==> src/hdl/tfm_fifo.sv <==
// Small register-based first-in first-out queue.
// Depends on nothing.
`timescale 1ns / 1ps

module tfm_fifo #(
    parameter int WIDTH = 8,
    parameter int DEPTH = 4
) (
    input  logic                         clk,
    input  logic                         rst_n,
    input  logic                         push,
    input  logic [WIDTH-1:0]             wdata,
    output logic                         full,
    input  logic                         pop,
    output logic [WIDTH-1:0]             rdata,
    output logic                         empty,
    output logic [$clog2(DEPTH+1)-1:0]   count
);

    localparam int PTR_W = (DEPTH > 1) ? $clog2(DEPTH) : 1;
    localparam int CNT_W = $clog2(DEPTH + 1);

    logic [WIDTH-1:0] mem_reg [DEPTH];
    logic [PTR_W-1:0] wr_ptr_reg, wr_ptr_next;
    logic [PTR_W-1:0] rd_ptr_reg, rd_ptr_next;
    logic [CNT_W-1:0] count_reg, count_next;
    logic             push_ok;
    logic             pop_ok;

    assign full    = (32'(count_reg) == DEPTH);
    assign empty   = (count_reg == '0);
    assign count   = count_reg;
    assign rdata   = mem_reg[rd_ptr_reg];
    assign push_ok = push && !full;
    assign pop_ok  = pop && !empty;

    always_comb
    begin
        wr_ptr_next = wr_ptr_reg;
        rd_ptr_next = rd_ptr_reg;
        count_next  = count_reg;
        if (push_ok)
        begin
            wr_ptr_next = (32'(wr_ptr_reg) == DEPTH - 1) ? '0 : PTR_W'(wr_ptr_reg + 1'b1);
        end
        if (pop_ok)
        begin
            rd_ptr_next = (32'(rd_ptr_reg) == DEPTH - 1) ? '0 : PTR_W'(rd_ptr_reg + 1'b1);
        end
        if (push_ok && !pop_ok)
        begin
            count_next = CNT_W'(count_reg + 1'b1);
        end
        else if (pop_ok && !push_ok)
        begin
            count_next = CNT_W'(count_reg - 1'b1);
        end
    end

    always_ff @(posedge clk or negedge rst_n)
    begin
        if (!rst_n)
        begin
            wr_ptr_reg <= '0;
            rd_ptr_reg <= '0;
            count_reg  <= '0;
        end
        else
        begin
            wr_ptr_reg <= wr_ptr_next;
            rd_ptr_reg <= rd_ptr_next;
            count_reg  <= count_next;
        end
    end

    always_ff @(posedge clk)
    begin
        if (push_ok)
        begin
            mem_reg[wr_ptr_reg] <= wdata;
        end
    end

endmodule

==> config.mk <==
export PLATFORM = sky130hd
export DESIGN_NAME = tfm_fifo
export DESIGN_NICKNAME = d
export VERILOG_FILES = /design/src/hdl/tfm_fifo.sv
export SDC_FILE = /design/constraint.sdc
export NUM_CORES = 1
export LEC_CHECK = 0
export ABC_AREA = 1
export BUFFER_PORTS_ARGS = -buffer_cell sky130_fd_sc_hd__buf_2
export CORE_MARGIN = 4
export CORE_UTILIZATION = 35
export CTS_CLUSTER_DIAMETER = 50
export CTS_CLUSTER_SIZE = 14
export DETAILED_ROUTE_END_ITERATION = 8
export GPL_TIMING_DRIVEN = 1
export HOLD_SLACK_MARGIN = 0.06
export PLACE_DENSITY = 0.51
export REMOVE_ABC_BUFFERS = 1
export SYNTH_ARGS = -nofsm -noshare
export SYNTH_HDL_FRONTEND = slang
export SYNTH_SLANG_ARGS = --single-unit
==> constraint.sdc <==
create_clock -name clk -period 2.1 [get_ports clk]
set_input_delay 0.105 -clock clk [delete_from_list [all_inputs] [get_ports clk]]
set_output_delay 0.105 -clock clk [all_outputs]
set_load 0.02 [all_outputs]
==> metrics.md <==
| Metric | Value |
|---|---|
| Status | completed |
| Part of the power in registers | between 30% and 40% |
| Layout Nets | approximately 210 |
| CP Data Required Time | 2270 ps |
| Drt wl/cell | ~13 µm |
| Layout cells sized above 1 | between 20% and 30% |
| Cells on worst reg2reg path | 9 |
| Synth Area in XOR/XNOR | less than 1% |
| Comb power frac | between 40% and 50% |
| Final period demand of the worst path | approximately 1900 ps |
| Vias/cell | 4.48 |
| Worst R2R End | count[1] |
| DR DRC count | 0 |
| Drt pass-1 iters | 5 |
| Mapped cell area | 1760 µm² |
| Main combinational cell family by area after synthesis | simple AND/OR/NAND/NOR gates |
| Gr ovfl total | 0 |
| Layout area overhead | 22.9% |
| Lkg Pwr | 0.972 nW |
| Peak VDD IR | 0.523 mV |
| Critical R2R Launch | count[0] |
| Total CTS buffers | 5 |
| Tot GR Track Use | 11.6% |
| Routed Wire Length | 3310 µm |
| Post-synthesis compound-gate area fraction | under 10% |
| Arrival @ worst endpoint | 2040 ps |
| Cell Rows | 25 |
| Setup crit start kind | register |
| Internal Pwr Total | 0.00184 W |
| Post-DP HPWL | approximately 2300 µm |
| Final hold viol count | 0 |
| Die Y | 78.9 µm |
| Ys Warns | 0 |
| Crit. End Element | register |
| Relative slew margins | between 60% and 70% |
| Synthesized instance count | roughly 150 |
| Final Util | between 40% and 50% |
| Final slew viol count | 0 |
| Largest net degree at the start of global routing | 25 |
| Clk_lat worst skew | roughly 290 ps |
| Initial antenna violation count | 0 |
| Worst-margin pin slew | around 460 ps |
| Starting Density | between 30% and 40% |
| Post-synth top area cell | edfxtp_1 |
| Post-route cell area | roughly 2200 µm² |
| IO Count | 25 |
| WS Path Type | register to register |
| EDFF count, synth | 32 |
| Pre-CTS setup slack | between 200 and 250 ps |
| Final cycle utilization of the critical path | roughly 89% |
| WHS Endpoint | wr_ptr_reg[0] |
| Clk slew on worst S/H paths | roughly 70 ps |
| Vias in the first global route | 1108 |
| Synth top area share | a little over half |
| Clock Tree Root | clkbuf_8 |
| Min-delay src | push |
| Post-route setup TNS | 0 ps |
| Clk buf depth | 2 |
| Clock share of power | ~20% |
| Worst hold path stage count | 3 |
| Total Power | 0.00301 W |
| Sw Ratio | between 30% and 40% |
| Peak Freq | between 500 and 600 MHz |
| Die Area | between 6000 and 7000 µm² |
| P_sw | about 0.0012 W |
| FF-to-FF setup slack | 230 ps |
| Antenna diodes | 0 |
| Unique masters post-synth | 16 |
| Die width | slightly below 80 µm |
| Via count | about 1200 |
| Unrepaired setup endpoints after global routing | false |
| Main synth FF type | edfxtp_1 |
| Ys async rst share | between 15 and 20% |
| Max FO, Critical Path | 7 |
| Pwr dens | around 1400 nW/µm² |
| First-pass GRT wire length | 5280 µm |
| Placed Area | a little under 2000 µm² |
| Final Skew | roughly 4.7 ps |
| Clock H-tree levels | 2 |
| Top cells by area, synth | edfxtp_1 (55%), dfrtp_1 (10%), nand2_1 (8.1%) |
| Post-Syn Area per Cell | about 11 µm² |
| Mux cell area share after synthesis | 0% |
| Clk sink count | 39 |
| Max-cap violations | 0 |
| Final worst slack | 232 ps |
| Simple-Gate Fraction of Synth Area | between 10% and 20% |
| Initial DRC count | between 50 and 60 |
| Most frequent cell after synthesis | nand2_1 |
| Setup bufs post-CTS | 0 |
| Register bit count reported by yosys | 39 |
| IO Port Bufs | 24 |
| Number of fillers in the final layout | 446 |
| Core area | ~4800 µm² |
| Seq/Total Area, Yosys | 64.6% |
| Crit path from | count[0] |
| TritonCTS clock tree | yes |
| Synth cell count leaders | nand2_1 (38), edfxtp_1 (32), inv_1 (31) |
| Final ANT Viol Nets | 0 |
| Min-delay worst type | primary input to register |
| GPL Wtd Cong | 0.791 |
| Synth Area in Adders | 5.41% |
| Number of flip-flops in the largest register | 32 |
| Setup-failing EPs final | 0 |
cell type report:
class	count	area (µm²)	area share, %
Inverter	32	120	5.56
Clock inverter	3	38.8	1.79
Sequential cell	39	1140	52.5
Tap cell	67	83.8	3.88
Timing Repair Buffer	39	268	12.4
Multi-Input combinational cell	78	447	20.7
Clock buffer	5	68.8	3.18
metrics by stage:
step / instances / hold slack (ps)
2_1_floorplan: 149 / -191
3_3_place_gp: 246 / -49.6
3_5_place_dp: 246 / -46.8
4_1_cts: 263 / 80.4
5_1_grt: 263 / 93.8
6_report: 263 / 94.8
layout by cell type, fill, tap and decap left out, types with 5 or more instances in the layout:
| master | count |
|---|---|
| nand2_1 | 38 |
| edfxtp_1 | 32 |
| inv_1 | 31 |
| buf_2 | 24 |
| o211ai_1 | 15 |
| dlygate4sd3_1 | 9 |
| nand3_1 | 7 |
| dfrtp_1 | 7 |
| nor2_1 | 6 |
| ha_1 | 6 |
| clkbuf_8 | 5 |
| buf_4 | 5 |
per-layer routing:
layer | wire length, µm | vias to the layer above | track usage, %
li1 | - | 590 | -
met1 | 1440 | 559 | 13.5
met2 | 1700 | 22 | 19.4
met3 | 123 | 6 | 3.97
met4 | 42 | 0 | 4.81
met5 | 0 | - | 0
worst max-delay path by stage:
stage	depth (start not counted)	slack, ps	end
2_1_floorplan	11	280	count[2]
3_3_place_gp	9	310	count[1]
3_5_place_dp	11	240	count[2]
4_1_cts	9	220	count[1]
5_1_grt	9	90	count[1]
6_report	9	230	count[1]
cells by family after synthesis:
| family | count (synthesis) |
|---|---|
| simple gates | 53 |
| flops | 39 |
| buf+inv | 37 |
| compound gates | 17 |
| fa+ha+maj | 7 |
| xor+xnor | 1 |
power groups by stage:
stage          Sequential (W)  Combinational [W]  Clock (W)
3_5_place_dp          0.00122            0.00122          0
4_1_cts               0.00120            0.00124   0.000628
6_report              0.00120            0.00121   0.000607
3_3_place_gp          0.00121            0.00118          0
2_1_floorplan         0.00125           0.000714          0
5_1_grt               0.00123            0.00135   0.000666
critical path, stage by stage, from the launching register on:
cell	delay [ps]
dfrtp_1	440
inv_2	80
nand3_1	150
nand2_2	170
inv_1	60
ha_1	210
inv_1	80
fa_1	410
nand2_1	70
o21ai_0	80
repair_timing:
item                                   in CTS  in global routing
resized for setup                           0                  0
endpoints found under the hold margin      39                  0
hold buffers                                9                  0
Note: power is estimated with default switching activity, not from simulation.
