`config.mk`:
```
export PLATFORM = sky130hd
export DESIGN_NAME = tfm_front
export DESIGN_NICKNAME = d
export VERILOG_FILES = /design/src/hdl/tfm_pkg.sv /design/src/hdl/tfm_front.sv
export SDC_FILE = /design/constraint.sdc
export NUM_CORES = 1
export LEC_CHECK = 0
export BUFFER_PORTS_ARGS = -buffer_cell sky130_fd_sc_hd__buf_2
export CELL_PAD_IN_SITES_DETAIL_PLACEMENT = 0
export CELL_PAD_IN_SITES_GLOBAL_PLACEMENT = 1
export CORE_MARGIN = 10
export CORE_UTILIZATION = 33
export DETAILED_ROUTE_END_ITERATION = 10
export GPL_TIMING_DRIVEN = 0
export PLACE_DENSITY_LB_ADDON = 0.08
export SLEW_MARGIN = 20
export SYNTH_ARGS = -nofsm -noshare
export SYNTH_HDL_FRONTEND = slang
export SYNTH_SLANG_ARGS = --single-unit
```
`constraint.sdc`:
```
create_clock -name clk -period 2.8 [get_ports clk]
set_input_delay 0.14 -clock clk [delete_from_list [all_inputs] [get_ports clk]]
set_output_delay 0.14 -clock clk [all_outputs]
set_load 0.03 [all_outputs]
```
`src/hdl/tfm_pkg.sv`:
```
// Shared types, widths and constants for the temporal frame mean block.
// Used by tfm_front, tfm_back and temporal_frame_mean_core; depends on nothing.
`timescale 1ns / 1ps

package tfm_pkg;

    localparam int SAMPLE_W    = 8;
    localparam int FE_W        = 15;
    localparam int WL_W        = 5;
    localparam int N_W         = 5;
    localparam int SUM_W       = 13;
    localparam int RECIP_W     = 19;
    localparam int RECIP_SHIFT = 18;
    localparam int APB_DW      = 32;
    localparam int APB_AW      = 3;

    typedef enum logic
    {
        REG_FRAME_ELEMENTS = 1'b0,
        REG_WINDOW_LENGTH  = 1'b1
    } reg_idx_t;

    typedef struct packed
    {
        logic           first;
        logic           steady;
        logic           last;
        logic [N_W-1:0] n;
    } ctrl_t;

    // Reciprocal of n scaled by 2**RECIP_SHIFT and rounded up; exact floor for sum*n < 2**18.
    function automatic logic [RECIP_W-1:0] recip(input logic [N_W-1:0] n);
        logic [RECIP_W-1:0] r;
        case (n)
            5'd1:    r = 19'd262144;
            5'd2:    r = 19'd131072;
            5'd3:    r = 19'd87382;
            5'd4:    r = 19'd65536;
            5'd5:    r = 19'd52429;
            5'd6:    r = 19'd43691;
            5'd7:    r = 19'd37450;
            5'd8:    r = 19'd32768;
            5'd9:    r = 19'd29128;
            5'd10:   r = 19'd26215;
            5'd11:   r = 19'd23832;
            5'd12:   r = 19'd21846;
            5'd13:   r = 19'd20165;
            5'd14:   r = 19'd18725;
            5'd15:   r = 19'd17477;
            5'd16:   r = 19'd16384;
            5'd17:   r = 19'd15421;
            5'd18:   r = 19'd14564;
            5'd19:   r = 19'd13798;
            5'd20:   r = 19'd13108;
            5'd21:   r = 19'd12484;
            5'd22:   r = 19'd11916;
            5'd23:   r = 19'd11398;
            5'd24:   r = 19'd10923;
            5'd25:   r = 19'd10486;
            5'd26:   r = 19'd10083;
            5'd27:   r = 19'd9710;
            5'd28:   r = 19'd9363;
            5'd29:   r = 19'd9040;
            5'd30:   r = 19'd8739;
            5'd31:   r = 19'd8457;
            default: r = '0;
        endcase
        return r;
    endfunction

endpackage

```
`src/hdl/tfm_front.sv`:
```
// Front end: configuration registers, frame position and window bookkeeping.
// Classifies each accepted sample and hands it to the back end queue. Uses tfm_pkg.
`timescale 1ns / 1ps

module tfm_front #(
    parameter int MAX_WINDOW   = 16,
    parameter int MAX_ELEMENTS = 16384
) (
    input  logic                                clk,
    input  logic                                rst_n,
    input  logic                                psel,
    input  logic                                penable,
    input  logic                                pwrite,
    input  logic [tfm_pkg::APB_AW-1:0]          paddr,
    input  logic [tfm_pkg::APB_DW-1:0]          pwdata,
    output logic [tfm_pkg::APB_DW-1:0]          prdata,
    output logic                                pready,
    input  logic                                push,
    output logic                                full,
    input  logic [tfm_pkg::SAMPLE_W-1:0]        sample,
    input  logic                                q_full,
    output logic                                q_push,
    output logic [tfm_pkg::SAMPLE_W-1:0]        q_sample,
    output logic [(MAX_ELEMENTS > 1 ? $clog2(MAX_ELEMENTS) : 1)-1:0] q_pos,
    output logic [(MAX_WINDOW > 1 ? $clog2(MAX_WINDOW) : 1)-1:0]     q_slot,
    output tfm_pkg::ctrl_t                      q_ctrl
);

    localparam int POS_W  = (MAX_ELEMENTS > 1) ? $clog2(MAX_ELEMENTS) : 1;
    localparam int SLOT_W = (MAX_WINDOW > 1) ? $clog2(MAX_WINDOW) : 1;
    localparam int FE_W   = tfm_pkg::FE_W;
    localparam int WL_W   = tfm_pkg::WL_W;
    localparam int N_W    = tfm_pkg::N_W;

    logic [FE_W-1:0]   fe_reg, fe_next;
    logic [WL_W-1:0]   wl_reg, wl_next;
    logic [POS_W-1:0]  pos_reg, pos_next;
    logic [N_W-1:0]    held_reg, held_next;
    logic [SLOT_W-1:0] oldest_reg, oldest_next;
    logic              cfg_wr;
    logic              accept;
    logic              steady;
    logic              last;
    logic [FE_W-1:0]   fe_wr;
    logic [WL_W-1:0]   wl_wr;
    tfm_pkg::reg_idx_t idx;

    assign pready = 1'b1;
    assign idx    = tfm_pkg::reg_idx_t'(paddr[2]);
    assign cfg_wr = psel && penable && pwrite && pready;
    assign full   = q_full;
    assign accept = push && !q_full;
    assign steady = (held_reg >= N_W'(wl_reg));
    assign last   = (32'(pos_reg) + 32'd1 >= 32'(fe_reg));

    always_comb
    begin
        case (idx)
            tfm_pkg::REG_FRAME_ELEMENTS: prdata = tfm_pkg::APB_DW'(fe_reg);
            tfm_pkg::REG_WINDOW_LENGTH:  prdata = tfm_pkg::APB_DW'(wl_reg);
            default:                     prdata = '0;
        endcase
    end

    always_comb
    begin
        fe_wr = pwdata[FE_W-1:0];
        if (fe_wr == '0)
        begin
            fe_wr = FE_W'(1);
        end
        else if (32'(fe_wr) > MAX_ELEMENTS)
        begin
            fe_wr = FE_W'(MAX_ELEMENTS);
        end
        wl_wr = pwdata[WL_W-1:0];
        if (wl_wr == '0)
        begin
            wl_wr = WL_W'(1);
        end
        else if (32'(wl_wr) > MAX_WINDOW)
        begin
            wl_wr = WL_W'(MAX_WINDOW);
        end
    end

    always_comb
    begin
        fe_next     = fe_reg;
        wl_next     = wl_reg;
        pos_next    = pos_reg;
        held_next   = held_reg;
        oldest_next = oldest_reg;
        if (cfg_wr)
        begin
            case (idx)
                tfm_pkg::REG_FRAME_ELEMENTS: fe_next = fe_wr;
                tfm_pkg::REG_WINDOW_LENGTH:  wl_next = wl_wr;
                default:                     fe_next = fe_reg;
            endcase
            pos_next    = '0;
            held_next   = '0;
            oldest_next = '0;
        end
        else if (accept)
        begin
            if (last)
            begin
                pos_next = '0;
                if (!steady)
                begin
                    held_next = N_W'(held_reg + 1'b1);
                end
                else if (32'(oldest_reg) + 32'd1 >= 32'(wl_reg))
                begin
                    oldest_next = '0;
                end
                else
                begin
                    oldest_next = SLOT_W'(oldest_reg + 1'b1);
                end
            end
            else
            begin
                pos_next = POS_W'(pos_reg + 1'b1);
            end
        end
    end

    always_ff @(posedge clk or negedge rst_n)
    begin
        if (!rst_n)
        begin
            fe_reg     <= FE_W'(1);
            wl_reg     <= WL_W'(1);
            pos_reg    <= '0;
            held_reg   <= '0;
            oldest_reg <= '0;
        end
        else
        begin
            fe_reg     <= fe_next;
            wl_reg     <= wl_next;
            pos_reg    <= pos_next;
            held_reg   <= held_next;
            oldest_reg <= oldest_next;
        end
    end

    assign q_push        = accept;
    assign q_sample      = sample;
    assign q_pos         = pos_reg;
    assign q_slot        = steady ? oldest_reg : SLOT_W'(held_reg);
    assign q_ctrl.first  = (held_reg == '0);
    assign q_ctrl.steady = steady;
    assign q_ctrl.last   = last;
    assign q_ctrl.n      = steady ? N_W'(wl_reg) : N_W'(held_reg + 1'b1);

endmodule

```
==> results of run 1 <==
[power groups by stage]
| stage | combinational [W] | sequential [W] | clock, W |
|---|---|---|---|
| after floorplan | 0.000710 | 0.000805 | 0 |
| after global placement | 0.00100 | 0.000804 | 0 |
| after detailed placement | 0.00101 | 0.000804 | 0 |
| after CTS | 0.00111 | 0.000767 | 0.000534 |
| after global routing | 0.00127 | 0.000784 | 0.000561 |
| final | 0.00114 | 0.000773 | 0.000522 |
[metal layers]
metal | vias up | global-route usage
met5 | - | 0
met3 | 9 | 0.0338
met1 | 1359 | 0.161
met4 | 0 | 0.0328
li1 | 1486 | -
met2 | 68 | 0.235
[through the flow]
stage | setup slack (ns) | cell area, um2 | total power [W] | setup TNS, ns
floorplan | 0.0440 | 3270 | 0.00152 | 0
global placement | -0.223 | 3790 | 0.00181 | -2.26
detailed placement | -0.232 | 3790 | 0.00181 | -2.59
CTS | -0.0334 | 4130 | 0.00241 | -0.229
global route | -0.124 | 4270 | 0.00261 | -1.22
finish | -0.0220 | 4270 | 0.00244 | -0.0386
[logic make-up after synthesis]
kind of cell / after synthesis
muxes: 8
DFF: 43
other: 2
and+or+nand+nor: 129
AOI/OAI and AO/OA: 74
xor gates and xnor gates: 22
buffers and inverters: 65
adders and majority gates: 30
[synthesized netlist by cell type, types with 4 or more instances]
cell type | instances | area, um2
nand4_1 | 7 | 43.8
nor2_1 | 28 | 105
and3_1 | 6 | 37.5
nand2b_1 | 12 | 75.1
a41o_1 | 4 | 40.0
xnor2_1 | 14 | 123
dfrtp_1 | 41 | 1030
clkbuf_1 | 10 | 37.5
nand3_1 | 22 | 110
mux2_2 | 5 | 56.3
a21oi_1 | 25 | 125
o21ai_0 | 23 | 115
a22o_1 | 8 | 70.1
nand2_1 | 40 | 150
buf_4 | 29 | 218
inv_1 | 22 | 82.6
ha_1 | 30 | 375
xor2_1 | 8 | 70.1
[worst max-delay path: stages, from the launching register on]
cell,delay (ns)
dfrtp_2,0.37
and4_4,0.23
and3_4,0.20
nand4_1,0.14
xnor2_2,0.19
ha_1,0.30
nand4_1,0.12
o311a_4,0.43
buf_6,0.13
or4_4,0.47
a21oi_2,0.14
[area by class of cell]
cell class / count / area (um2)
clock inverters: 2 / 35.0
multi-input cells: 281 / 1990
flip-flops and latches: 43 / 1090
fillers: 977 / 5060
well taps: 129 / 161
plain buffers: 42 / 277
repair buffers: 93 / 548
inverters: 23 / 88.8
clock buffers: 6 / 82.6
[placed cells by master, fill, tap and decap left out, types with 4 or more instances in the layout]
cell type | synthesis | routed
o21ai_0 | 23 | 20
clkbuf_8 | 0 | 6
dfrtp_1 | 41 | 33
nor2_1 | 28 | 27
nand4_1 | 7 | 7
a22o_1 | 8 | 8
xnor2_1 | 14 | 9
inv_1 | 22 | 22
buf_2 | 1 | 71
nand2_1 | 40 | 40
buf_6 | 0 | 7
a41o_1 | 4 | 4
conb_1 | 2 | 18
a21oi_2 | 2 | 6
a21oi_1 | 25 | 21
and3_1 | 6 | 4
ha_1 | 30 | 25
nand3_1 | 22 | 19
xnor2_2 | 0 | 4
buf_4 | 29 | 44
ha_4 | 0 | 4
clkbuf_1 | 10 | 8
dfrtp_2 | 0 | 8
nand2b_1 | 12 | 12
mux2_2 | 5 | 5
xor2_1 | 8 | 8
[what timing repair did]
action / 4_1_cts / 5_1_grt
hold buffers: 0 / 1
setup endpoints to repair: 30 / 30
endpoints found under the hold margin: 0 / 41
pin swaps: 22 / 17
setup buffers: 17 / 3
resized for setup: 22 / 24
[final timing paths]
path / start / end / depth (start not counted)
worst max-delay path: q_pos[5] / held_reg[3] / 10
worst min-delay path: pwdata[10] / fe_reg[10] / 2
worst max register to register: q_pos[5] / held_reg[3] / 10
worst min register to register: fe_reg[8] / fe_reg[8] / 2
max in group asynchronous: rst_n / q_pos[0] / 2
min in group asynchronous: rst_n / fe_reg[7] / 2
==> flow_summary.ini, run 1 <==
[outcome]
status = finished with violations
violations = setup timing

[timing]
finalCritPeriodShare = 1.01
hold_violations = 0
clock.fmax_ghz = 0.354
whs_ns = 0.0754
fin_crit_ns = 2.82
final_max_slew_viol_count = 0
setup_viol = 2
setup_slack_ns = -0.0220
finClkSkew_ns = 0.0137
rsz0062_at_grt = yes
slew_headroom = 0.615
worst_pin_slew_ns = 0.578

[floorplanning]
initial_core_util = 0.343
die_area_mm2 = 0.0140
die_height_um = 118
core_area_mm2 = 0.00933
num_rows = 35
ios = 119
die_width_um = 118

[clock_tree]
clk_path_buf_depth = 2
clock_latency_ns = 0.30
clk_pin_slew_worst_paths_ns = 0.10
cts_sinks = 43
cts_made_buffers = 5
htree_levels = 2
root_buffer = clkbuf_8
cts_tree = built

[route]
routedWlPerCell_um = 15.5
vias = 2922
drtIter0Drc = 96
totalWireLength_um = 9600
met1_length_um = 4270
drt-pass1-iter-count = 4
via_per_inst = 4.72
dr_wl_met2_um = 4760
post-route-drc-count = 0
routed.top_layer = met4
ant_nets = 0
wl_met3_um = 492

[logic_synthesis]
synth-edff-count = 0
synthMuxAreaShare = 0.0270
synth.distinct_cells = 44
avgSynthCellArea_um2 = 8.57
synth_xor_area_frac = 0.0603
synth_compound_gate_area_share = 0.149
synth_top_family_by_area = simple AND/OR/NAND/NOR gates
ys_ff_latch = 43
syn_area_mm2 = 0.00320
async_flop_share = 1.00
yosysSeqAreaShare = 0.338
syn_inst = 373
ys.flop_type = dfrtp_1
synth-simple-area-share = 0.195
synth_fa_ha_area_frac = 0.117
ys.warnings.count = 0

[setup_path]
endpoint_kind = flip-flop
crit_type = flip-flop to flip-flop
crit_fanout = 5
regToRegSetupSlack_ns = -0.02
required_ns = 3.02
start_kind = flip-flop
critPathArrivalTime_ns = 3.04

[power_and_ir_drop]
swShare = 0.418
power_switching_w = 0.00102
ir_worst_vdd_mv = 0.431
p_leak_nw = 2.19
seqPwrFrac = 0.317
power_frac_comb = 0.469
clkPwrFrac = 0.214
power.density_mw_per_mm2 = 571
internal_power_w = 0.00142

[cells_and_area]
final_net_count = 569
fin_util = 0.458
final_cells = 619
syn_to_final_growth_pct = 33.6
largest_reg_flops = 15
drive_above_1_share = 0.363
n_antenna_cell = 0

[hold_path]
hold_class = primary input to flip-flop

[global_route]
grt_first_pass_wirelength_um = 15900
grt_max_degree = 44
grt-ovfl-total = 0
antenna_found_initial = 0
grt_pass1_vias = 3109
track_usage = 0.135

[placement]
place_hpwl_um = 7470
place_congestion = 0.804
place_inst = 590
portBuffers = 72

[flow_run]
maxCapViolCount = 0
Note: power is estimated with default switching activity, not from simulation.
==> run 2: changes to the inputs <==
--- a/config.mk
+++ b/config.mk
@@ -12,6 +12,7 @@
 export CORE_UTILIZATION = 33
 export DETAILED_ROUTE_END_ITERATION = 10
 export GPL_TIMING_DRIVEN = 0
+export MAX_ROUTING_LAYER = met4
 export PLACE_DENSITY_LB_ADDON = 0.08
 export SLEW_MARGIN = 20
 export SYNTH_ARGS = -nofsm -noshare
==> run 2 against run 1 <==
Net effect: the run still ends with setup timing left; register-to-register slack barely moved; die area stayed put; setup slack improved by 0.0029 ns; utilization unchanged; via count grew 0.27%; sequential cell count unchanged; maximum frequency increased by 0.10%; clock skew down 0.0030 ns; clock power hardly changed; hold slack is essentially flat; largest cell class unchanged.
==> flow_summary.ini, run 2 (synthesized netlist as in run 1, its figures left out) <==
[timing]
clock.fmax_ghz = 0.355
setup_viol = 2
fin_crit_ns = 2.82
final_max_slew_viol_count = 0
tns_ns = -0.0328
finalCritPeriodShare = 1.01
slew_headroom = 0.610
worst_pin_slew_ns = 0.586
setup_slack_ns = -0.0191
rsz0062_at_grt = yes
finClkSkew_ns = 0.0106
hold_violations = 0

[hold_path]
hold_depth = 2
hold_class = primary input to flip-flop

[power_and_ir_drop]
power.density_mw_per_mm2 = 571
power_frac_comb = 0.470
p_leak_nw = 2.19
ir_worst_vdd_mv = 0.432
swShare = 0.418
seqPwrFrac = 0.317
clkPwrFrac = 0.213
internal_power_w = 0.00142
power_switching_w = 0.00102

[cells_and_area]
n_antenna_cell = 0
drive_above_1_share = 0.363
largest_reg_flops = 15
syn_to_final_growth_pct = 33.6
layout_common_cells = buf_2, buf_4, nand2_1, dfrtp_1, nor2_1
multi_input_area_mm2 = 0.00199
regArea_mm2 = 0.00109
final_net_count = 569
final_common_cell = buf_2
nFillCells = 977
fin_area_mm2 = 0.00427
fin_util = 0.458

[global_route]
antenna_found_initial = 0
grt-ovfl-total = 0
grt_max_degree = 44
grt_pass1_vias = 3110
track_usage = 0.139
grt_first_pass_wirelength_um = 15900

[setup_path]
required_ns = 3.02
start_kind = flip-flop
rr_worst_depth = 10
crit_fanout = 5
endpoint_kind = flip-flop
critPathArrivalTime_ns = 3.04
crit_type = flip-flop to flip-flop

[route]
wl_met3_um = 375
drt-pass1-iter-count = 4
ant_nets = 0
met1_length_um = 4350
vias = 2930
dr_wl_met2_um = 4800
routed.top_layer = met4
post-route-drc-count = 0
drtIter0Drc = 95
totalWireLength_um = 9610
via_per_inst = 4.73
routedWlPerCell_um = 15.5

[floorplanning]
initial_core_util = 0.343
die_width_um = 118
die_area_mm2 = 0.0140
ios = 119
die_height_um = 118
num_rows = 35
core_area_mm2 = 0.00933

[clock_tree]
clk_path_buf_depth = 2
htree_levels = 2
clock_latency_ns = 0.30
root_buffer = clkbuf_8
cts_tree = built
cts_sinks = 43
clk_pin_slew_worst_paths_ns = 0.09
cts_made_buffers = 5

[placement]
place_hpwl_um = 7470
place_area_mm2 = 0.00379
portBuffers = 72
place_congestion = 0.815
post-place-ws_ns = -0.232

[flow_run]
maxCapViolCount = 0

[outcome]
violations = setup timing
status = finished with violations
## run 2: worst paths after layout
kind                       startpoint     endpoint  slack (ns)
max                          q_pos[3]  held_reg[3]       -0.02
min                        pwdata[10]   fe_reg[10]        0.08
max reg2reg                  q_pos[3]  held_reg[3]       -0.02
min reg2reg                 fe_reg[8]    fe_reg[8]        0.49
max in group asynchronous       rst_n     q_pos[1]        1.98
min in group asynchronous       rst_n    fe_reg[7]        0.38
## run 2: power groups by stage
stage               Clock (W)  Sequential [W]  Combinational [W]
floorplan                   0        0.000805           0.000710
global placement            0        0.000804            0.00100
detailed placement          0        0.000804            0.00101
CTS                  0.000534        0.000767            0.00111
global route         0.000562        0.000784            0.00127
finish               0.000519        0.000773            0.00114
## run 2: per-layer routing
| metal | track usage | vias to the layer above |
|---|---|---|
| met2 | 0.234 | 66 |
| met5 | - | - |
| met1 | 0.166 | 1369 |
| li1 | - | 1486 |
| met3 | 0.0271 | 9 |
| met4 | 0.0328 | 0 |
## run 2: cell type report
| cell class | count | area share |
|---|---|---|
| Inverter | 23 | 0.0208 |
| Tap cell | 129 | 0.0378 |
| Clock inverter | 2 | 0.00821 |
| Clock buffer | 6 | 0.0193 |
| Sequential cell | 43 | 0.255 |
| Multi-Input combinational cell | 281 | 0.466 |
| Buffer | 42 | 0.0648 |
| Timing Repair Buffer | 93 | 0.128 |
## run 2: worst max-delay path, cell delays in order (launching register included)
cell,delay (ns)
dfrtp_2,0.38
and4_4,0.23
and3_4,0.20
nand4_1,0.14
xnor2_2,0.19
ha_1,0.30
nand4_1,0.12
o311a_4,0.43
buf_6,0.13
or4_4,0.47
a21oi_2,0.14
## run 2: what timing repair did
item,in CTS,in global routing
gates cloned,0,0
hold buffers,0,1
hold endpoints to repair,0,41
gates resized for setup,22,24
pin swaps,22,17
buffers inserted,17,3
setup endpoints to repair,30,30
## run 2: metrics by stage
step / power [W] / hold slack (ns) / instances
after floorplan: 0.00152 / -0.156 / 389
after global placement: 0.00181 / 0.376 / 590
after detailed placement: 0.00181 / 0.384 / 590
after CTS: 0.00241 / 0.0469 / 615
after global routing: 0.00261 / 0.0670 / 619
final: 0.00244 / 0.0750 / 619
